### src/rtl/xed_pkg.sv
package xed_pkg;

  localparam int unsigned ByteW   = 8;
  localparam int unsigned ListLen = 4;
  localparam int unsigned CntW    = 3;

  localparam logic [1:0] KindGt   = 2'd0;
  localparam logic [1:0] KindLt   = 2'd1;
  localparam logic [1:0] KindQuot = 2'd2;
  localparam logic [1:0] KindAmp  = 2'd3;

  localparam logic [ByteW-1:0] ChAmp   = 8'h26;
  localparam logic [ByteW-1:0] ChHash  = 8'h23;
  localparam logic [ByteW-1:0] ChSemi  = 8'h3b;
  localparam logic [ByteW-1:0] ChPlus  = 8'h2b;
  localparam logic [ByteW-1:0] ChMinus = 8'h2d;
  localparam logic [ByteW-1:0] ChSpace = 8'h20;
  localparam logic [ByteW-1:0] ChZero  = 8'h30;
  localparam logic [ByteW-1:0] ChNine  = 8'h39;
  localparam logic [ByteW-1:0] ChTab   = 8'h09;
  localparam logic [ByteW-1:0] ChCr    = 8'h0d;

  typedef struct packed {
    logic             last;
    logic [ByteW-1:0] data;
  } in_beat_t;

  typedef struct packed {
    logic [ListLen-1:0][ByteW-1:0] bytes;
    logic [CntW-1:0]               cnt;
    logic                          last;
    logic                          marker;
  } res_list_t;

  // Character at a given position of an entity name, the terminating ';' included.
  function automatic logic [ByteW-1:0] ent_byte(input logic [1:0] kind, input logic [2:0] pos);
    logic [ByteW-1:0] b;
    b = ChSemi;
    case (kind)
      KindGt: begin
        case (pos)
          3'd0:    b = 8'h67;
          3'd1:    b = 8'h74;
          default: b = ChSemi;
        endcase
      end
      KindLt: begin
        case (pos)
          3'd0:    b = 8'h6c;
          3'd1:    b = 8'h74;
          default: b = ChSemi;
        endcase
      end
      KindQuot: begin
        case (pos)
          3'd0:    b = 8'h71;
          3'd1:    b = 8'h75;
          3'd2:    b = 8'h6f;
          3'd3:    b = 8'h74;
          default: b = ChSemi;
        endcase
      end
      default: begin
        case (pos)
          3'd0:    b = 8'h61;
          3'd1:    b = 8'h6d;
          3'd2:    b = 8'h70;
          default: b = ChSemi;
        endcase
      end
    endcase
    return b;
  endfunction

  function automatic logic [2:0] ent_len(input logic [1:0] kind);
    logic [2:0] l;
    case (kind)
      KindQuot: l = 3'd5;
      KindAmp:  l = 3'd4;
      default:  l = 3'd3;
    endcase
    return l;
  endfunction

  function automatic logic [ByteW-1:0] ent_out(input logic [1:0] kind);
    logic [ByteW-1:0] b;
    case (kind)
      KindGt:   b = 8'h3e;
      KindLt:   b = 8'h3c;
      KindQuot: b = 8'h22;
      default:  b = ChAmp;
    endcase
    return b;
  endfunction

endpackage

### src/rtl/xed_skid.sv
module xed_skid import xed_pkg::*; (
  input  logic     clk_i,
  input  logic     rst_ni,
  input  logic     s_valid_i,
  output logic     s_ready_o,
  input  in_beat_t s_beat_i,
  output logic     valid_o,
  output in_beat_t beat_o,
  input  logic     take_i
);

  logic     main_v_q, skid_v_q;
  in_beat_t main_q, skid_q;
  logic     acc;

  assign s_ready_o = !skid_v_q;
  assign acc       = s_valid_i && !skid_v_q;
  assign valid_o   = main_v_q;
  assign beat_o    = main_q;

  always_ff @(posedge clk_i or negedge rst_ni) begin
    if (!rst_ni) begin
      main_v_q <= 1'b0;
      skid_v_q <= 1'b0;
    end else if (take_i && skid_v_q) begin
      main_v_q <= 1'b1;
      skid_v_q <= 1'b0;
    end else if (take_i) begin
      main_v_q <= acc;
    end else if (acc) begin
      if (!main_v_q) begin
        main_v_q <= 1'b1;
      end else begin
        skid_v_q <= 1'b1;
      end
    end
  end

  always_ff @(posedge clk_i) begin
    if (take_i && skid_v_q) begin
      main_q <= skid_q;
    end else if (acc && (take_i || !main_v_q)) begin
      main_q <= s_beat_i;
    end else if (acc) begin
      skid_q <= s_beat_i;
    end
  end

endmodule

### src/rtl/xed_core.sv
module xed_core import xed_pkg::*; (
  input  logic      clk_i,
  input  logic      rst_ni,
  input  logic      valid_i,
  input  in_beat_t  beat_i,
  input  logic      load_ok_i,
  output logic      take_o,
  output logic      load_o,
  output res_list_t list_o
);

  localparam logic [2:0] ModePlain = 3'd0;
  localparam logic [2:0] ModeAmp   = 3'd1;
  localparam logic [2:0] ModeName  = 3'd2;
  localparam logic [2:0] ModeNumWs = 3'd3;
  localparam logic [2:0] ModeNumDg = 3'd4;
  localparam logic [2:0] ModeSkip  = 3'd5;

  logic [2:0]       mode_q, mode_d;
  logic [1:0]       kind_q, kind_d;
  logic [2:0]       pos_q, pos_d;
  logic [ByteW-1:0] acc_q, acc_d;
  logic             neg_q, neg_d;
  logic             carry_v_q, carry_v_d;
  logic [ByteW-1:0] carry_b_q, carry_b_d;

  logic [ByteW-1:0] c;
  logic             is_ws, is_digit;
  logic [ByteW-1:0] digit;
  logic [1:0]       pre_kind;
  logic [2:0]       pre_len;
  logic             single_v;
  logic [ByteW-1:0] single_b;
  logic [CntW-1:0]  n;
  logic [2:0]       j;

  function automatic logic [ByteW-1:0] num_val(input logic [ByteW-1:0] a, input logic ng);
    return ng ? ByteW'(8'd0 - a) : a;
  endfunction

  assign c        = beat_i.data;
  assign is_ws    = (c == ChSpace) || (c >= ChTab && c <= ChCr);
  assign is_digit = (c >= ChZero) && (c <= ChNine);
  assign digit    = c - ChZero;
  assign take_o   = valid_i && load_ok_i;

  always_comb begin
    mode_d   = mode_q;
    kind_d   = kind_q;
    pos_d    = pos_q;
    acc_d    = acc_q;
    neg_d    = neg_q;
    pre_kind = kind_q;
    pre_len  = 3'd0;
    single_v = 1'b0;
    single_b = c;

    case (mode_q)
      ModeAmp: begin
        if (c == 8'h67 || c == 8'h6c || c == 8'h71 || c == 8'h61) begin
          kind_d = (c == 8'h67) ? KindGt : (c == 8'h6c) ? KindLt :
                   (c == 8'h71) ? KindQuot : KindAmp;
          pos_d  = 3'd1;
          mode_d = ModeName;
        end else if (c == ChHash) begin
          acc_d  = '0;
          neg_d  = 1'b0;
          mode_d = ModeNumWs;
        end else if (c == ChAmp) begin
          mode_d = ModeAmp;
        end else begin
          single_v = 1'b1;
          mode_d   = ModePlain;
        end
      end
      ModeName: begin
        if (c == ent_byte(kind_q, pos_q)) begin
          if (pos_q + 3'd1 == ent_len(kind_q)) begin
            single_v = 1'b1;
            single_b = ent_out(kind_q);
            pos_d    = 3'd0;
            mode_d   = ModePlain;
          end else begin
            pos_d = pos_q + 3'd1;
          end
        end else begin
          pre_len = pos_q;
          pos_d   = 3'd0;
          if (c == ChAmp) begin
            mode_d = ModeAmp;
          end else begin
            single_v = 1'b1;
            mode_d   = ModePlain;
          end
        end
      end
      ModeNumWs: begin
        if (is_ws) begin
          mode_d = ModeNumWs;
        end else if (c == ChPlus) begin
          mode_d = ModeNumDg;
        end else if (c == ChMinus) begin
          neg_d  = 1'b1;
          mode_d = ModeNumDg;
        end else if (is_digit) begin
          acc_d  = digit;
          mode_d = ModeNumDg;
        end else begin
          single_v = 1'b1;
          single_b = num_val(acc_q, neg_q);
          mode_d   = (c == ChSemi) ? ModePlain : ModeSkip;
        end
      end
      ModeNumDg: begin
        if (is_digit) begin
          acc_d = (acc_q << 3) + (acc_q << 1) + digit;
        end else begin
          single_v = 1'b1;
          single_b = num_val(acc_q, neg_q);
          mode_d   = (c == ChSemi) ? ModePlain : ModeSkip;
        end
      end
      ModeSkip: begin
        if (c == ChSemi) begin
          mode_d = ModePlain;
        end
      end
      default: begin
        if (c == ChAmp) begin
          mode_d = ModeAmp;
        end else begin
          single_v = 1'b1;
          mode_d   = ModePlain;
        end
      end
    endcase

    if (beat_i.last) begin
      if (mode_d == ModeName) begin
        pre_kind = kind_d;
        pre_len  = pos_d;
      end else if (mode_d == ModeNumWs || mode_d == ModeNumDg) begin
        single_v = 1'b1;
        single_b = num_val(acc_d, neg_d);
      end
      mode_d = ModePlain;
      kind_d = KindGt;
      pos_d  = 3'd0;
      acc_d  = '0;
      neg_d  = 1'b0;
    end
  end

  always_comb begin
    n = CntW'(carry_v_q) + pre_len + CntW'(single_v);
    carry_v_d = 1'b0;
    carry_b_d = single_b;
    if (n > CntW'(ListLen) && !beat_i.last) begin
      carry_v_d = 1'b1;
    end

    list_o.last   = beat_i.last;
    list_o.marker = (n == '0);
    list_o.cnt    = (n == '0) ? CntW'(1) : (n > CntW'(ListLen)) ? CntW'(ListLen) : n;
    for (int i = 0; i < ListLen; i++) begin
      j = 3'(i) - 3'(carry_v_q);
      if (carry_v_q && i == 0) begin
        list_o.bytes[i] = carry_b_q;
      end else if (j < pre_len) begin
        list_o.bytes[i] = ent_byte(pre_kind, j);
      end else begin
        list_o.bytes[i] = single_b;
      end
    end
    load_o = take_o && ((n != '0) || beat_i.last);
  end

  always_ff @(posedge clk_i or negedge rst_ni) begin
    if (!rst_ni) begin
      mode_q    <= ModePlain;
      kind_q    <= KindGt;
      pos_q     <= 3'd0;
      acc_q     <= '0;
      neg_q     <= 1'b0;
      carry_v_q <= 1'b0;
      carry_b_q <= '0;
    end else if (take_o) begin
      mode_q    <= mode_d;
      kind_q    <= kind_d;
      pos_q     <= pos_d;
      acc_q     <= acc_d;
      neg_q     <= neg_d;
      carry_v_q <= carry_v_d;
      carry_b_q <= carry_b_d;
    end
  end

endmodule

### src/rtl/xed_emit.sv
module xed_emit import xed_pkg::*; (
  input  logic             clk_i,
  input  logic             rst_ni,
  input  logic             load_i,
  input  res_list_t        list_i,
  output logic             load_ok_o,
  output logic             valid_o,
  input  logic             ready_i,
  output logic [ByteW-1:0] byte_o,
  output logic             byte_valid_o,
  output logic             run_last_o,
  output logic             string_end_o
);

  logic [ListLen-1:0][ByteW-1:0] bytes_q;
  logic [CntW-1:0]               cnt_q;
  logic                          last_q;
  logic                          marker_q;

  assign valid_o      = (cnt_q != '0);
  assign run_last_o   = (cnt_q == CntW'(1));
  assign string_end_o = last_q && run_last_o;
  assign byte_valid_o = !marker_q;
  assign byte_o       = marker_q ? '0 : bytes_q[0];
  assign load_ok_o    = (cnt_q == '0) || (run_last_o && ready_i);

  always_ff @(posedge clk_i or negedge rst_ni) begin
    if (!rst_ni) begin
      cnt_q <= '0;
    end else if (load_i) begin
      cnt_q <= list_i.cnt;
    end else if (valid_o && ready_i) begin
      cnt_q <= cnt_q - CntW'(1);
    end
  end

  always_ff @(posedge clk_i) begin
    if (load_i) begin
      bytes_q  <= list_i.bytes;
      last_q   <= list_i.last;
      marker_q <= list_i.marker;
    end else if (valid_o && ready_i) begin
      for (int i = 0; i < ListLen - 1; i++) begin
        bytes_q[i] <= bytes_q[i+1];
      end
    end
  end

endmodule

### src/rtl/xml_entity_decoder.sv
// Channel  Direction  tdata            tuser                         tlast
// s_axis   in         [7:0] in_byte    none                          in_last
// m_axis   out        [7:0] out_byte   [0] byte_valid, [1] string_end run_last
//
// A beat accepted into the input register is decoded combinationally and loaded
// into the output register once that register can take it; its first result is
// then offered. An item giving n results holds the input until the output register
// reaches its last result; it sends one beat per cycle while m_axis_tready is high.
// Reset clears the parser to plain text and empties both registers.
// The input register takes a beat whenever its skid slot is free, so s_axis_tready
// does not depend on m_axis_tready in the same cycle.
module xml_entity_decoder import xed_pkg::*; (
  input  logic             clk_i,
  input  logic             rst_ni,
  input  logic             s_axis_tvalid,
  output logic             s_axis_tready,
  input  logic [ByteW-1:0] s_axis_tdata,   // [7:0] in_byte
  input  logic             s_axis_tlast,
  output logic             m_axis_tvalid,
  input  logic             m_axis_tready,
  output logic [ByteW-1:0] m_axis_tdata,   // [7:0] out_byte
  output logic [1:0]       m_axis_tuser,   // [0] byte_valid, [1] string_end
  output logic             m_axis_tlast
);

  in_beat_t  s_beat, core_beat;
  logic      core_valid, take, load, load_ok;
  res_list_t list;

  assign s_beat.data = s_axis_tdata;
  assign s_beat.last = s_axis_tlast;

  xed_skid u_skid (
    .clk_i     (clk_i),
    .rst_ni    (rst_ni),
    .s_valid_i (s_axis_tvalid),
    .s_ready_o (s_axis_tready),
    .s_beat_i  (s_beat),
    .valid_o   (core_valid),
    .beat_o    (core_beat),
    .take_i    (take)
  );

  xed_core u_core (
    .clk_i     (clk_i),
    .rst_ni    (rst_ni),
    .valid_i   (core_valid),
    .beat_i    (core_beat),
    .load_ok_i (load_ok),
    .take_o    (take),
    .load_o    (load),
    .list_o    (list)
  );

  xed_emit u_emit (
    .clk_i        (clk_i),
    .rst_ni       (rst_ni),
    .load_i       (load),
    .list_i       (list),
    .load_ok_o    (load_ok),
    .valid_o      (m_axis_tvalid),
    .ready_i      (m_axis_tready),
    .byte_o       (m_axis_tdata),
    .byte_valid_o (m_axis_tuser[0]),
    .run_last_o   (m_axis_tlast),
    .string_end_o (m_axis_tuser[1])
  );

endmodule

### config.mk
export PLATFORM = sky130hd
export DESIGN_NAME = xml_entity_decoder
export DESIGN_NICKNAME = d
export VERILOG_FILES = /design/src/rtl/xed_pkg.sv /design/src/rtl/xed_skid.sv /design/src/rtl/xed_core.sv /design/src/rtl/xed_emit.sv /design/src/rtl/xml_entity_decoder.sv
export SDC_FILE = /design/constraint.sdc
export NUM_CORES = 1
export LEC_CHECK = 0
export ABC_CLOCK_PERIOD_IN_PS = 18150
export BUFFER_PORTS_ARGS = -buffer_cell sky130_fd_sc_hd__clkbuf_2
export CORE_MARGIN = 5
export CORE_UTILIZATION = 30
export CTS_CLUSTER_DIAMETER = 80
export DETAILED_ROUTE_END_ITERATION = 10
export GPL_TIMING_DRIVEN = 0
export PLACE_DENSITY_LB_ADDON = 0.12
export REMOVE_ABC_BUFFERS = 1
export SLEW_MARGIN = 40
export SYNTH_ARGS = -nofsm -noshare
export SYNTH_HDL_FRONTEND = slang
export SYNTH_HIERARCHICAL = 1
export SYNTH_SLANG_ARGS = --single-unit
export TNS_END_PERCENT = 50
### constraint.sdc
create_clock -name clk_i -period 18.15 [get_ports clk_i]
set_clock_uncertainty 0.2 [all_clocks]
set_input_delay 4.5375 -clock clk_i [delete_from_list [all_inputs] [get_ports clk_i]]
set_output_delay 4.5375 -clock clk_i [all_outputs]
set_load 0.05 [all_outputs]
After elaboration in Yosys (flattened, before gate mapping)
Index checks and enable logic that the tools add are counted.
{"block": "totals", "ff_bits": 83, "inputBits": 13, "output_inout_bits": 13, "wordCells": 251}
{"block": "op_classes", "n_addsub": 13, "order_cmp": 9, "n_eq_ne": 42, "mux": 124, "bitwise": 2, "reduce_logical": 41}
{"op": "two-way mux 8 bit", "n": 26}
{"op": "case mux 8 bit (3 select lines)", "n": 7}
{"op": "case mux 7 bit (2 select lines)", "n": 10}
{"op": "case mux 7 bit (4 select lines)", "n": 5}
{"op": "case mux 7 bit (3 select lines)", "n": 5}
{"op": "two-way mux 3 bit", "n": 26}
{"op": "equality test 8 x 6 -> 1 bit (second input constant)", "n": 6}
{"op": "two-way mux 24 bit", "n": 2}
{"op": "equality test 3 x 2 -> 1 bit (second input constant)", "n": 14}
{"op": "equality test 8 x 7 -> 1 bit (second input constant)", "n": 4}
{"op": "two-way mux 1 bit", "n": 28}
{"op": "equality test 3 x 1 -> 1 bit (second input constant)", "n": 7}
{"op": "logical NOT 3 bit", "n": 7}
{"op": "two-way mux 9 bit", "n": 2}
{"op": "adder 8 bit", "n": 2}
{"op": "subtractor 1 x 8 -> 8 bit (first input constant)", "n": 2}
{"op": "case mux 3 bit (5 select lines)", "n": 1}
{"op": "case mux 5 bit (3 select lines)", "n": 1}
{"op": "two-way mux 2 bit", "n": 7}
{"op": "< comparator 3 bit", "n": 4}
{"op": "case mux 3 bit (2 select lines)", "n": 2}
{"op": "logical AND 1 bit", "n": 11}
{"op": "equality test 3 bit (second input constant)", "n": 3}
{"op": "nonzero test 3 bit", "n": 3}
{"op": "other kinds (25)", "n": 46}

Longest topological paths before layout
Gate-level depths: netlist (run 1).
{"block": "logic_depth", "ltp_word": 21, "mapped_depth": 22, "ltp_nobuf": 19}

By module
The synthesis (run 1) kept the hierarchy.
{"mod": "xed_core", "instances": 1, "cells_per_inst": 605, "area_per_inst_um2": 4498.1, "seq_area_each_um2": 650.6}
{"mod": "xed_emit", "instances": 1, "cells_per_inst": 98, "area_per_inst_um2": 1641.6, "seq_area_each_um2": 1096.1}
{"mod": "xed_skid", "instances": 1, "cells_per_inst": 39, "area_per_inst_um2": 749.5, "seq_area_each_um2": 590.6}

Worst setup path after synthesis (run 1)
Ideal clock, no wire load.
{"block": "synth_path", "path_type": "input to register", "start": "input m_axis_tready", "end": "register u_emit/bytes_q[0] (netlist bit), enable pin", "setup_time_ps": 384, "t_arrival_ps": 6676, "required_time_ps": 17566, "setup_slack_ps": 10889, "path_stages": 8, "n_path_buf": 3, "cell_sequence": "nand2_1 -> nand2_1 -> nand2_1 -> clkbuf_1 -> a21oi_1 -> buf_6 -> clkbuf_8 -> nand2b_1"}
{"block": "synth_between", "elab_chain_cells": 5, "word_cells_on_any_way": 6, "cone_classes": "reduce/logical: 6"}
{"item": "start: declaration", "line": "xml_entity_decoder.sv:20", "text": "input logic m_axis_tready,"}
{"item": "logical AND 1 bit", "line": "xed_emit.sv:25", "text": "assign load_ok_o = (cnt_q == '0) || (run_last_o && ready_i);"}
{"item": "logical OR 1 bit", "line": "xed_emit.sv:25"}
{"item": "net load_ok", "line": "xml_entity_decoder.sv:27", "text": "logic core_valid, take, load, load_ok;"}
{"item": "logical AND 1 bit", "line": "xed_core.sv:45", "text": "assign take_o = valid_i && load_ok_i;"}
{"item": "logical AND 1 bit", "line": "xed_core.sv:175", "text": "load_o = take_o && ((n != '0) || beat_i.last);"}
{"item": "net load", "line": "xml_entity_decoder.sv:27"}
{"item": "nonzero test 2 bit (no line)"}
{"item": "end signal: assignment", "line": "xed_emit.sv:39", "text": "bytes_q <= list_i.bytes;"}
{"item": "end signal: indexed assignment", "line": "xed_emit.sv:44", "text": "bytes_q[i] <= bytes_q[i+1];"}
{"item": "end: declaration", "line": "xed_emit.sv:15", "text": "logic [ListLen-1:0][ByteW-1:0] bytes_q;"}
The timed path passes the listed nets, and every way through them passes these cells.
A chain may end at the register's enable or synchronous reset.

Final worst setup path (run 1)
{"block": "layout_path", "start": "input m_axis_tready", "end": "register u_skid/skid_q[4] (netlist bit), enable pin"}
{"block": "layout_between", "elab_chain_cells": 7, "word_cells_on_any_way": 9, "cone_classes": "bitwise: 2; reduce/logical: 7"}
{"item": "logical AND 1 bit (*)", "line": "xed_emit.sv:25"}
{"item": "logical OR 1 bit (*)", "line": "xed_emit.sv:25"}
{"item": "net load_ok", "line": "xml_entity_decoder.sv:27"}
{"item": "logical AND 1 bit (*)", "line": "xed_core.sv:45"}
{"item": "net take", "line": "xml_entity_decoder.sv:27"}
{"item": "logical OR 1 bit", "line": "xed_skid.sv:42", "text": "end else if (acc && (take_i || !main_v_q)) begin"}
{"item": "logical AND 1 bit", "line": "xed_skid.sv:42"}
{"item": "NOT 1 bit (no line)"}
{"item": "AND reduction 3 bit (no line) (*)"}
{"item": "end signal: assignment", "line": "xed_skid.sv:45", "text": "skid_q <= s_beat_i;"}
{"item": "end: declaration", "line": "xed_skid.sv:13", "text": "in_beat_t main_q, skid_q;"}
Mark *: on every way through the listed nets, which the timed path passes. The rest lies on a longest branch.

==> flow_summary_export.csv, run 1 <==
group,metric,value,unit
timing,tightestPinTransition,0.820,ns
timing,hold_viol,0,
logic_synthesis,postSynthRegisterBits,83,
timing,setup_repair_after_global_routing_missed_its_margin,"false",
logic_synthesis,synth-edff-count,52,
clocking,clock_tree.buffer_depth,2,
timing,tns,0,ns
timing,final.period_utilization,36.8,%
clocking,cts_resized,0,
placed_design,dpl_worst_slack,10.84,ns
grt,gr-usage-all-layers,15.0,%
clocking,clock-root-buffer,"sky130_fd_sc_hd__clkbuf_16",
timing,maxClockFrequency,150,MHz
floorplanning,floorplan.rows,55,
grt,grt_max_degree,32,
grt,grt_pass1_vias,5514,
floorplanning,io-pin-count,26,
floorplanning,core-area,22600,sq um
hold_path,worst_hold_class,"register to register",
worst_setup_path,criticalPathCategory,"input pin to register",
final_layout,num-nets-final,785,
worst_setup_path,cp_data_arrival_time,6.45,ns
clocking,worstSkewPairLatency,0.35,ns
clocking,path_clk_slew,0.06,ns
hold_path,holdPathEnd,"u_core/carry_b_q[0]",
worst_setup_path,maximum_fanout_count_along_the_critical_path,28,
logic_synthesis,yosys-top-cells-area,"sky130_fd_sc_hd__edfxtp_1, sky130_fd_sc_hd__dfrtp_1, sky130_fd_sc_hd__mux2_2",
detailed_routing,remaining_drc_errors,0,
power_and_ir_drop,power_density,175,nW/um^2
timing,setup_violations,0,
logic_synthesis,synth.lib_cells_used.distinct,95,
hold_path,hold_path.startpoint,"u_core/carry_b_q[0]",
logic_synthesis,syn_area_per_cell,9.28,sq um
hold_path,whs_path_depth,2,
power_and_ir_drop,vdd.ir_drop.worst,0.0000985,V
placed_design,place.detailed.hpwl,14.4,mm
timing,setup_slack,11.47,ns
timing,timing.final.crit_period,6.68,ns
worst_setup_path,endpoint_kind,"register",
worst_setup_path,crit-reg2reg-launch,"u_skid/beat_o[4]",
detailed_routing,detail_route.wirelength,19.7,mm
logic_synthesis,netlist_area,6890,sq um
placed_design,placement.io_buffers,25,
final_layout,area_delta_synth_final,9.46,%
logic_synthesis,synth_top_area_share,22.7,%
grt,grt_first_pass_wirelength,31.4,mm
grt,gr-total-overflow,0,
placed_design,finalWeightedCongestion,0.948,
logic_synthesis,syn-instance-count,742,
logic_synthesis,synth_ff_type,"sky130_fd_sc_hd__edfxtp_1",
final_layout,antenna-diode-count,0,
clocking,htree_depth,3,
timing,worst_slew_margin_rel,45.1,%
floorplanning,floorplan.die.width,162,um
detailed_routing,via_per_inst,5.53,
worst_setup_path,required,17.93,ns
clocking,clock_sinks,83,
clocking,cts_hold_buffers,0,
detailed_routing,detail_route.iter0.violations,455,
status,outcome,"finished clean",
worst_setup_path,worst_setup_path_start_kind,"input pin",
logic_synthesis,synth_largest_area_cell,"sky130_fd_sc_hd__edfxtp_1",
final_layout,final_layout_size_suffix_gt1_share,17.1,%
floorplanning,die-area,26100,sq um
grt,initial_antenna_violation_count,0,
clocking,number_of_buffers_created_by_cts,9,
logic_synthesis,async_flop_share,37.3,%
detailed_routing,detail_route.first_pass.iterations,5,
logic_synthesis,yosys_warnings,6,
detailed_routing,drtAntennaViolNets,0,
timing,timing.final.max_slew_violations,0,
worst_setup_path,r2r.worst_path.cells,16,
detailed_routing,num_vias,5694,
power_and_ir_drop,total_leakage_power,2.86,nW
clocking,post_cts_buffers,0,
run,total_of_max_cap_violations,0,
clocking,clock_tree_from_tritoncts,"done",
logic_synthesis,synth_sequential_area_ratio,33.9,%
worst_setup_path,timing.rr.end,"u_emit/bytes_q[11]",
worst_setup_path,regToRegSetupSlack,11.95,ns
floorplanning,initial_utilization,30.4,%
detailed_routing,wl_per_cell,19.2,um
floorplanning,floorplan.die.height,162,um
-- final cells by class --
cell class	instances	area [sq um]
clock inverters	6	63.8
multi-input cells	568	4160
clock buffers	10	229
flip-flops and latches	83	2340
inverters	44	165
well taps	285	357
repair buffers	33	226
fillers	2326	15100
-- synth_stat cells (all sizes together), types with 8 or more instances --
master,n
xor2,10
nand2b,11
xnor2,20
dfrtp,31
buf,25
ha,27
a21o,12
clkbuf,22
nand2,66
a221oi,9
nor2b,25
o21ai,51
or3,8
nor4,8
nor2,45
inv,43
nor3b,10
a21oi,56
mux2,38
o22ai,12
nand3,19
edfxtp,52
nor3,14
-- metrics by stage --
| stage | total power, mW | hold slack, ns | util (%) | std cells | cell area (sq um) |
|---|---|---|---|---|---|
| floorplan | 0.910 | 0.245 | - | 695 | 6620 |
| global placement | 1.10 | 0.267 | 31.4 | 1005 | 7100 |
| detailed placement | 1.13 | 0.274 | 31.8 | 1010 | 7200 |
| CTS | 1.32 | 0.290 | 33.1 | 1026 | 7490 |
| global route | 1.42 | 0.317 | 33.3 | 1029 | 7540 |
| finish | 1.32 | 0.283 | 33.3 | 1029 | 7540 |
-- metal layers --
| metal | part of all wire (%) | up-vias | GRT usage, % |
|---|---|---|---|
| met3 | 3.9 | 25 | 2.45 |
| li1 | - | 2745 | - |
| met4 | 1.7 | 0 | 4.19 |
| met1 | 48 | 2775 | 21.2 |
| met2 | 46 | 149 | 23.8 |
| met5 | 0 | - | 0 |
-- state kept, by name, summed over array words and instances, names as in the netlist --
signal	flops
u_emit/last_q	1
u_core/acc_q	8
u_skid/skid_v_q	1
u_core/carry_v_q	1
u_skid/beat_o	9
u_emit/bytes_q	32
u_core/carry_b_q	8
u_skid/valid_o	1
u_skid/skid_q	9
u_emit/marker_q	1
u_core/pos_q	3
u_emit/cnt_q	3
u_core/kind_q	2
u_core/neg_q	1
u_core/mode_q	3
-- how the worst max path moves through the flow --
| stage | from | end | slack [ns] | depth (start not counted) |
|---|---|---|---|---|
| 3_5_place_dp | m_axis_tready | u_skid/skid_q[0] | 10.84 | 7 |
| 6_report | m_axis_tready | u_skid/skid_q[4] | 11.47 | 7 |
| 3_3_place_gp | m_axis_tready | u_emit/bytes_q[3] | 7.94 | 6 |
| 2_1_floorplan | m_axis_tready | u_emit/bytes_q[0] | 9.62 | 5 |
| 4_1_cts | m_axis_tready | u_skid/skid_q[4] | 11.21 | 7 |
| 5_1_grt | m_axis_tready | u_skid/skid_q[4] | 11.23 | 7 |
-- where the power goes --
group / total [mW] / switching [mW] / internal (mW)
sequential: 0.393 / 0.0766 / 0.317
clock: 0.188 / 0.0810 / 0.107
combinational: 0.740 / 0.458 / 0.282
-- cells in the final DEF, fill, tap and decap left out, drive strengths merged, types with 7 or more instances in the layout --
cell type / count
a211oi: 7
a21o: 12
a21oi: 56
a221o: 7
a221oi: 9
and2: 7
buf: 8
clkbuf: 35
dfrtp: 31
edfxtp: 52
ha: 27
inv: 44
mux2: 38
nand2: 66
nand2b: 11
nand3: 19
nor2: 45
nor2b: 25
nor3: 14
nor3b: 10
nor4: 8
o21ai: 51
o22ai: 12
or3: 8
xnor2: 20
xor2: 10
-- critical path, cell delays in order --
cell and delay [ns]:
sky130_fd_sc_hd__clkbuf_2 0.12, sky130_fd_sc_hd__nand2_1 0.06, sky130_fd_sc_hd__nand2_1 0.06, sky130_fd_sc_hd__nand2_2 0.39
sky130_fd_sc_hd__inv_1 0.50, sky130_fd_sc_hd__nand2b_1 0.31, sky130_fd_sc_hd__nor2_2 0.45
-- logic make-up (layout without fill, tap and decap cells) --
family | count (synthesis) | after routing | share of synthesized area [%]
simple gates | 243 | 243 | 19.9
compound gates | 218 | 218 | 22.2
buf+inv | 91 | 93 | 6.28
flops | 83 | 83 | 33.9
mux | 44 | 44 | 7.14
fa+ha+maj | 33 | 33 | 6.65
xor+xnor | 30 | 30 | 3.92
Note: power is estimated with default switching activity, not from simulation.
==> run 2, diff against run 1 <==
--- a/config.mk
+++ b/config.mk
@@ -5,7 +5,8 @@
 export SDC_FILE = /design/constraint.sdc
 export NUM_CORES = 1
 export LEC_CHECK = 0
-export ABC_CLOCK_PERIOD_IN_PS = 18150
+export ABC_AREA = 1
+export ABC_CLOCK_PERIOD_IN_PS = 5700
 export BUFFER_PORTS_ARGS = -buffer_cell sky130_fd_sc_hd__clkbuf_2
 export CORE_MARGIN = 5
 export CORE_UTILIZATION = 30
==> constraint.sdc (replaced) <==
create_clock -name clk_i -period 5.7 [get_ports clk_i]
set_clock_uncertainty 0.2 [all_clocks]
set_input_delay 1.425 -clock clk_i [delete_from_list [all_inputs] [get_ports clk_i]]
set_output_delay 1.425 -clock clk_i [all_outputs]
set_load 0.05 [all_outputs]
==> run 2 against run 1 <==
Net effect:
- global-route usage up 0.72 points
- worst hold slack improved by 0.0072 ns
- final cell count rose by 23%
- clock-buffer cell count is 1 lower
- total power rose to 3.4 times the previous value
- register-to-register slack got worse by 11 ns
- critical path type is now register to register
==> flow_summary_export.csv, run 2 <==
group,metric,value,unit
status,outcome,"finished clean",
logic_synthesis,async_flop_share,37.3,%
logic_synthesis,synthMostInstantiatedCell,"sky130_fd_sc_hd__nand2_1",
grt,gr-total-overflow,0,
timing,setup_violations,0,
detailed_routing,via_per_inst,4.89,
logic_synthesis,post_synth_most_frequent_cells,"sky130_fd_sc_hd__nand2_1, sky130_fd_sc_hd__inv_1, sky130_fd_sc_hd__nor2_1, sky130_fd_sc_hd__o21ai_0, sky130_fd_sc_hd__nand3_1",
run,total_of_max_cap_violations,0,
detailed_routing,detail_route.iter0.violations,428,
logic_synthesis,yosys_warnings,6,
logic_synthesis,yosys-top-cells-area,"sky130_fd_sc_hd__edfxtp_1, sky130_fd_sc_hd__nand2_1, sky130_fd_sc_hd__dfrtp_1",
placed_design,finalWeightedCongestion,0.883,
worst_setup_path,maximum_fanout_count_along_the_critical_path,29,
worst_setup_path,max_stage_delay,0.49,ns
timing,worst_slew_margin_rel,55.2,%
logic_synthesis,postSynthRegisterBits,83,
timing,tns,0,ns
worst_setup_path,crit_slowest_cell,"sky130_fd_sc_hd__dfrtp_1",
detailed_routing,drtAntennaViolNets,0,
clocking,clock_sinks,83,
clocking,number_of_buffers_created_by_cts,9,
floorplanning,core-area,21900,sq um
power_and_ir_drop,share_clk_of_total_power,14.5,%
hold_path,holdPathEnd,"u_core/carry_b_q[1]",
logic_synthesis,netlist_area,6690,sq um
final_layout,utilization,34.0,%
worst_setup_path,cp_data_arrival_time,5.15,ns
final_layout,final_cell_mix,"sky130_fd_sc_hd__nand2_1, sky130_fd_sc_hd__inv_1, sky130_fd_sc_hd__nor2_1",
clocking,clock_tree.buffer_depth,2,
final_layout,fin_cells,1265,
worst_setup_path,criticalPathCategory,"register to register",
floorplanning,floorplan.rows,54,
logic_synthesis,synth_top_area_share,23.4,%
worst_setup_path,crit_path_frequent_cell,"sky130_fd_sc_hd__inv_1",
power_and_ir_drop,total_power,4.55,mW
floorplanning,floorplan.die.height,159,um
power_and_ir_drop,total_leakage_power,3.58,nW
logic_synthesis,syn-instance-count,963,
floorplanning,floorplan.die.width,159,um
timing,timing.final.max_slew_violations,0,
worst_setup_path,endpoint_kind,"register",
clocking,htree_depth,3,
detailed_routing,detail_route.first_pass.iterations,5,
timing,setup_slack,0.575,ns
grt,global_route.usage.met3,2.51,%
final_layout,register_containing_the_most_flip_flops_in_the_final_layout,"u_emit/bytes_q",
placed_design,dpl_worst_slack,-0.355,ns
power_and_ir_drop,power_density,611,nW/um^2
placed_design,placement.io_buffers,25,
grt,grt_first_pass_wirelength,32.6,mm
logic_synthesis,synth_largest_area_cell,"sky130_fd_sc_hd__edfxtp_1",
floorplanning,initial_utilization,30.5,%
final_layout,fin_area,7440,sq um
clocking,cts_hold_buffers,0,
grt,gr-usage-all-layers,15.7,%
timing,setup_repair_after_global_routing_missed_its_margin,"false",
timing,final.period_utilization,89.9,%
grt,global_route.peak_usage_layer,"met2",
timing,hold_viol,0,
logic_synthesis,syn_area_per_cell,6.94,sq um
detailed_routing,remaining_drc_errors,0,
grt,initial_antenna_violation_count,0,
worst_setup_path,required,5.72,ns
logic_synthesis,synth-edff-count,52,
floorplanning,io-pin-count,26,
power_and_ir_drop,power.switching,2.35,mW
final_layout,fillers,2482,
detailed_routing,wl_per_cell,15.8,um
final_layout,antenna-diode-count,0,
hold_path,whs_path_depth,2,
power_and_ir_drop,pwr-share-seq,27.3,%
timing,timing.final.crit_period,5.13,ns
clocking,clock_tree_from_tritoncts,"done",
final_layout,area_delta_synth_final,11.3,%
logic_synthesis,synth_sequential_area_ratio,35.0,%
floorplanning,die-area,25400,sq um
power_and_ir_drop,vdd.ir_drop.worst,0.000220,V
hold_path,hold_path.startpoint,"u_core/carry_b_q[1]",
placed_design,post-place-cells,1245,
worst_setup_path,worst_setup_path_start_kind,"register",
final_layout,num-nets-final,1026,
grt,grt_pass1_vias,5975,
power_and_ir_drop,comb_power_share,58.2,%
placed_design,place.detailed.hpwl,15.3,mm
detailed_routing,num_vias,6190,
power_and_ir_drop,p_sw_share,51.6,%
worst_setup_path,timing.rr.end,"u_emit/cnt_q[1]",
grt,met1_track_usage_gr,22.9,%
final_layout,final_layout_size_suffix_gt1_share,9.85,%
clocking,path_clk_slew,0.06,ns
power_and_ir_drop,internal-power,2.20,mW
final_layout,largest_register_ff_count,32,
timing,hold_slack,0.291,ns
worst_setup_path,crit-reg2reg-launch,"u_core/pos_q[0]",
final_layout,final_common_cell,"sky130_fd_sc_hd__nand2_1",
worst_setup_path,r2r.worst_path.cells,30,
grt,grt_max_degree,35,
timing,maxClockFrequency,195,MHz
clocking,clock-root-buffer,"sky130_fd_sc_hd__clkbuf_16",
detailed_routing,detail_route.wirelength,20.0,mm
logic_synthesis,synth.lib_cells_used.distinct,47,
timing,tightestPinTransition,0.671,ns
logic_synthesis,synth_ff_type,"sky130_fd_sc_hd__edfxtp_1",
placed_design,dpl_cell_area,7050,sq um
grt,grt.met2_usage,24.6,%
worst_setup_path,regToRegSetupSlack,0.57,ns
clocking,worstSkewPairLatency,0.35,ns
hold_path,worst_hold_class,"register to register",
==> run 2: cell types whose count changed in the layout (fill, tap and decap cells not counted), moves of 16 or more <==
cell	delta
sky130_fd_sc_hd__nor2b_1	-23
sky130_fd_sc_hd__inv_1	+89
sky130_fd_sc_hd__o21ai_0	+28
sky130_fd_sc_hd__xnor2_1	-16
sky130_fd_sc_hd__mux2_2	-37
sky130_fd_sc_hd__nor2_1	+44
sky130_fd_sc_hd__nand2_1	+245
sky130_fd_sc_hd__nand3_1	+40
sky130_fd_sc_hd__a21oi_1	-25
==> run 2: per-layer routing <==
metal / vias up / wire length, um / share of wire, %
li1: 3162 / - / -
met1: 2870 / 10100 / 50
met2: 139 / 8860 / 44
met3: 19 / 787 / 3.9
met4: 0 / 276 / 1.4
met5: - / 0 / 0
==> run 2: what timing repair did <==
action,4_1_cts,5_1_grt
endpoints found under the setup margin,27,57
setup buffers,0,4
gates resized for setup,3,4
hold endpoints to repair,0,0
gates cloned,0,0
pin swaps,0,1
==> run 2: how the worst max path moves through the flow <==
stage / startpoint / to / slack (ns) / depth (start not counted)
floorplan: u_core/pos_q[0] / u_emit/bytes_q[0] / -0.84 / 26
global placement: u_skid/beat_o[4] / u_emit/bytes_q[20] / -3.49 / 22
detailed placement: u_skid/beat_o[4] / u_emit/bytes_q[20] / -0.35 / 24
CTS: u_core/pos_q[0] / u_emit/bytes_q[12] / 0.1 / 27
global route: u_core/pos_q[0] / u_emit/cnt_q[0] / 0.06 / 30
finish: u_core/pos_q[0] / u_emit/cnt_q[1] / 0.57 / 30
==> run 2: critical path, delay by kind of cell (launching register included) <==
family                     cells  cell delay, ns
buffers and inverters          8            0.93
DFF                            1            0.49
adders and majority gates      3            0.92
AOI/OAI and AO/OA              4            0.63
and+or+nand+nor               15            1.83
==> run 2: power by group through the flow <==
stage / combinational [mW] / clock, mW / sequential [mW]
after global routing: 3.03 / 0.709 / 1.27
after CTS: 2.64 / 0.683 / 1.24
after global placement: 2.62 / 0 / 1.26
after floorplan: 1.95 / 0 / 1.16
after detailed placement: 2.62 / 0 / 1.25
final: 2.65 / 0.661 / 1.24
==> run 2: cell families after synthesis <==
| family | count (synthesis) | share of synthesized area (%) |
|---|---|---|
| DFF | 83 | 35.0 |
| adders and majority gates | 33 | 6.85 |
| AOI/OAI and AO/OA | 158 | 13.3 |
| xor gates and xnor gates | 12 | 1.68 |
| and+or+nand+nor | 507 | 32.8 |
| buffers and inverters | 170 | 10.5 |
==> run 2: final cells by class <==
cell class              count  area [sq um]  share of cell area (%)
multi-input cells         710          3680                    49.5
flip-flops and latches     83          2340                    31.4
inverters                 145           553                    7.43
well taps                 280           350                    4.71
clock buffers               9           225                    3.03
repair buffers             31           188                    2.52
clock inverters             7           106                    1.43
==> run 3, diff against run 2 <==
--- a/config.mk
+++ b/config.mk
@@ -9,12 +9,13 @@
 export ABC_CLOCK_PERIOD_IN_PS = 5700
 export BUFFER_PORTS_ARGS = -buffer_cell sky130_fd_sc_hd__clkbuf_2
 export CORE_MARGIN = 5
-export CORE_UTILIZATION = 30
+export CORE_UTILIZATION = 57
 export CTS_CLUSTER_DIAMETER = 80
 export DETAILED_ROUTE_END_ITERATION = 10
-export GPL_TIMING_DRIVEN = 0
+export GPL_TIMING_DRIVEN = 1
 export PLACE_DENSITY_LB_ADDON = 0.12
 export REMOVE_ABC_BUFFERS = 1
+export SETUP_SLACK_MARGIN = 0.4
 export SLEW_MARGIN = 40
 export SYNTH_ARGS = -nofsm -noshare
 export SYNTH_HDL_FRONTEND = slang
==> run 3 against run 2 <==
Net effect:
- final cell count fell by 10%
- worst hold slack barely moved
- global-route usage rose by 9.9 points
- sequential share of layout area rose by 0.45 points
- combinational power rose by 2%
- via count rose by 3.2%
- sequential power barely moved
- first-iteration DRC count rose by 71%
- total power fell by 0.44%
- critical endpoint is now u_emit/bytes_q[4]
- highest routed layer unchanged
==> flow_summary_export.csv, run 3 (synthesized netlist as in run 2, its figures left out) <==
group,metric,value,unit
detailed_routing,detail_route.iter0.violations,730,
clocking,worstSkewPairLatency,0.35,ns
grt,met1_track_usage_gr,35.9,%
worst_setup_path,r2r.worst_path.cells,30,
worst_setup_path,crit_slowest_cell,"sky130_fd_sc_hd__dfrtp_2",
final_layout,final_cell_mix,"sky130_fd_sc_hd__nand2_1, sky130_fd_sc_hd__inv_1, sky130_fd_sc_hd__nor2_1",
final_layout,largest_register_ff_count,32,
worst_setup_path,cp_data_arrival_time,4.80,ns
clocking,clock-root-buffer,"sky130_fd_sc_hd__clkbuf_16",
detailed_routing,num_vias,6390,
hold_path,hold_path.startpoint,"u_core/carry_b_q[3]",
clocking,clock_sinks,83,
timing,final.period_utilization,85.9,%
timing,setup_slack,0.801,ns
final_layout,multi_input_area,3690,sq um
worst_setup_path,criticalPathCategory,"register to register",
power_and_ir_drop,pwr-share-seq,26.9,%
hold_path,holdPathEnd,"u_core/carry_b_q[3]",
power_and_ir_drop,p_sw_share,51.7,%
final_layout,register_containing_the_most_flip_flops_in_the_final_layout,"u_emit/bytes_q",
run,total_of_max_cap_violations,0,
timing,maxClockFrequency,204,MHz
power_and_ir_drop,total_power,4.53,mW
floorplanning,io-pin-count,26,
placed_design,placement.io_buffers,25,
final_layout,area_delta_synth_final,9.75,%
detailed_routing,via_per_inst,5.63,
clocking,path_clk_slew,0.07,ns
worst_setup_path,timing.rr.end,"u_emit/bytes_q[4]",
floorplanning,floorplan.die.height,118,um
final_layout,fillers,1084,
clocking,htree_depth,3,
grt,grt_max_degree,41,
final_layout,fin_area,7340,sq um
grt,grt_first_pass_wirelength,29.4,mm
floorplanning,core-area,11500,sq um
timing,setup_repair_after_global_routing_missed_its_margin,"false",
final_layout,register_area,2340,sq um
worst_setup_path,crit-reg2reg-launch,"u_core/pos_q[0]",
detailed_routing,detail_route.wirelength,18.2,mm
status,outcome,"finished clean",
detailed_routing,wl_per_cell,16.0,um
placed_design,finalWeightedCongestion,1.00,
grt,grt.met2_usage,41.2,%
grt,grt_pass1_vias,5916,
grt,global_route.peak_usage_layer,"met2",
final_layout,antenna-diode-count,0,
timing,timing.final.max_slew_violations,0,
hold_path,whs_path_depth,2,
timing,hold_slack,0.291,ns
detailed_routing,remaining_drc_errors,0,
hold_path,worst_hold_class,"register to register",
clocking,number_of_buffers_created_by_cts,9,
floorplanning,floorplan.rows,39,
power_and_ir_drop,vdd.ir_drop.worst,0.000404,V
worst_setup_path,max_stage_delay,0.46,ns
timing,hold_viol,0,
timing,setup_violations,0,
floorplanning,floorplan.die.width,118,um
final_layout,final_common_cell,"sky130_fd_sc_hd__nand2_1",
clocking,clock_tree.buffer_depth,2,
grt,initial_antenna_violation_count,0,
floorplanning,die-area,14000,sq um
worst_setup_path,regToRegSetupSlack,0.80,ns
timing,tightestPinTransition,0.626,ns
grt,global_route.usage.met3,4.63,%
worst_setup_path,required,5.60,ns
placed_design,dpl_worst_slack,0.274,ns
worst_setup_path,endpoint_kind,"register",
final_layout,utilization,64.0,%
timing,timing.final.crit_period,4.90,ns
floorplanning,initial_utilization,58.3,%
placed_design,dpl_cell_area,6930,sq um
grt,gr-usage-all-layers,25.7,%
power_and_ir_drop,comb_power_share,59.3,%
timing,worst_slew_margin_rel,58.3,%
power_and_ir_drop,power.switching,2.34,mW
power_and_ir_drop,power_density,617,nW/um^2
final_layout,final_layout_size_suffix_gt1_share,10.4,%
final_layout,num-nets-final,1034,
detailed_routing,drtAntennaViolNets,0,
placed_design,place.detailed.hpwl,13.6,mm
power_and_ir_drop,total_leakage_power,3.62,nW
power_and_ir_drop,internal-power,2.19,mW
power_and_ir_drop,share_clk_of_total_power,13.8,%
worst_setup_path,maximum_fanout_count_along_the_critical_path,20,
clocking,clock_tree_from_tritoncts,"done",
worst_setup_path,worst_setup_path_start_kind,"register",
grt,gr-total-overflow,0,
detailed_routing,detail_route.first_pass.iterations,5,
-- run 3: what timing repair did --
action	4_1_cts	5_1_grt
endpoints found under the setup margin	27	61
cloned	0	2
pin swaps	0	2
buffers inserted	0	1
endpoints found under the hold margin	0	0
hold buffers	0	0
gates resized for setup	1	11
-- run 3: per-layer routing --
layer	routed length [um]	part of all wire, %
met5	0	0
met4	283	1.6
met3	1340	7.4
met2	8290	46
met1	8260	45
-- run 3: critical path, delay by kind of cell (launching register included) --
kind | cells | cell delay, ns
AND/OR/NAND/NOR | 17 | 1.87
adder cells (fa/ha/maj) | 3 | 0.88
buffers and inverters | 8 | 0.87
flip-flops | 1 | 0.46
AO/OA/AOI/OAI | 2 | 0.34
-- run 3: worst max path at each step --
stage                          from            endpoint
floorplan           u_core/pos_q[0]   u_emit/bytes_q[0]
global placement    u_core/pos_q[0]  u_emit/bytes_q[20]
detailed placement  u_core/pos_q[0]     u_emit/cnt_q[1]
CTS                 u_core/pos_q[0]     u_emit/cnt_q[1]
global route        u_core/pos_q[0]     u_emit/marker_q
finish              u_core/pos_q[0]   u_emit/bytes_q[4]
-- run 3: stage by stage --
step                      TNS (ns)  cells
after floorplan             -31.44    938
after global placement           0   1117
after detailed placement         0   1117
after CTS                        0   1133
after global routing             0   1136
final                            0   1136
-- run 3: power groups by stage --
| stage | registers (mW) | clock network [mW] | logic (mW) |
|---|---|---|---|
| global route | 1.25 | 0.661 | 3.01 |
| detailed placement | 1.23 | 0 | 2.57 |
| CTS | 1.21 | 0.632 | 2.59 |
| floorplan | 1.16 | 0 | 1.95 |
| finish | 1.22 | 0.623 | 2.69 |
| global placement | 1.22 | 0 | 2.55 |
-- run 3: area by class of cell --
class                      count  area share, %
clock buffer                   9           3.07
clock inverter                 7           1.26
inverter                     145           7.54
multi-input combinational    711           50.3
sequential                    83           31.9
tap                          143           2.44
timing repair buffer          38           3.48
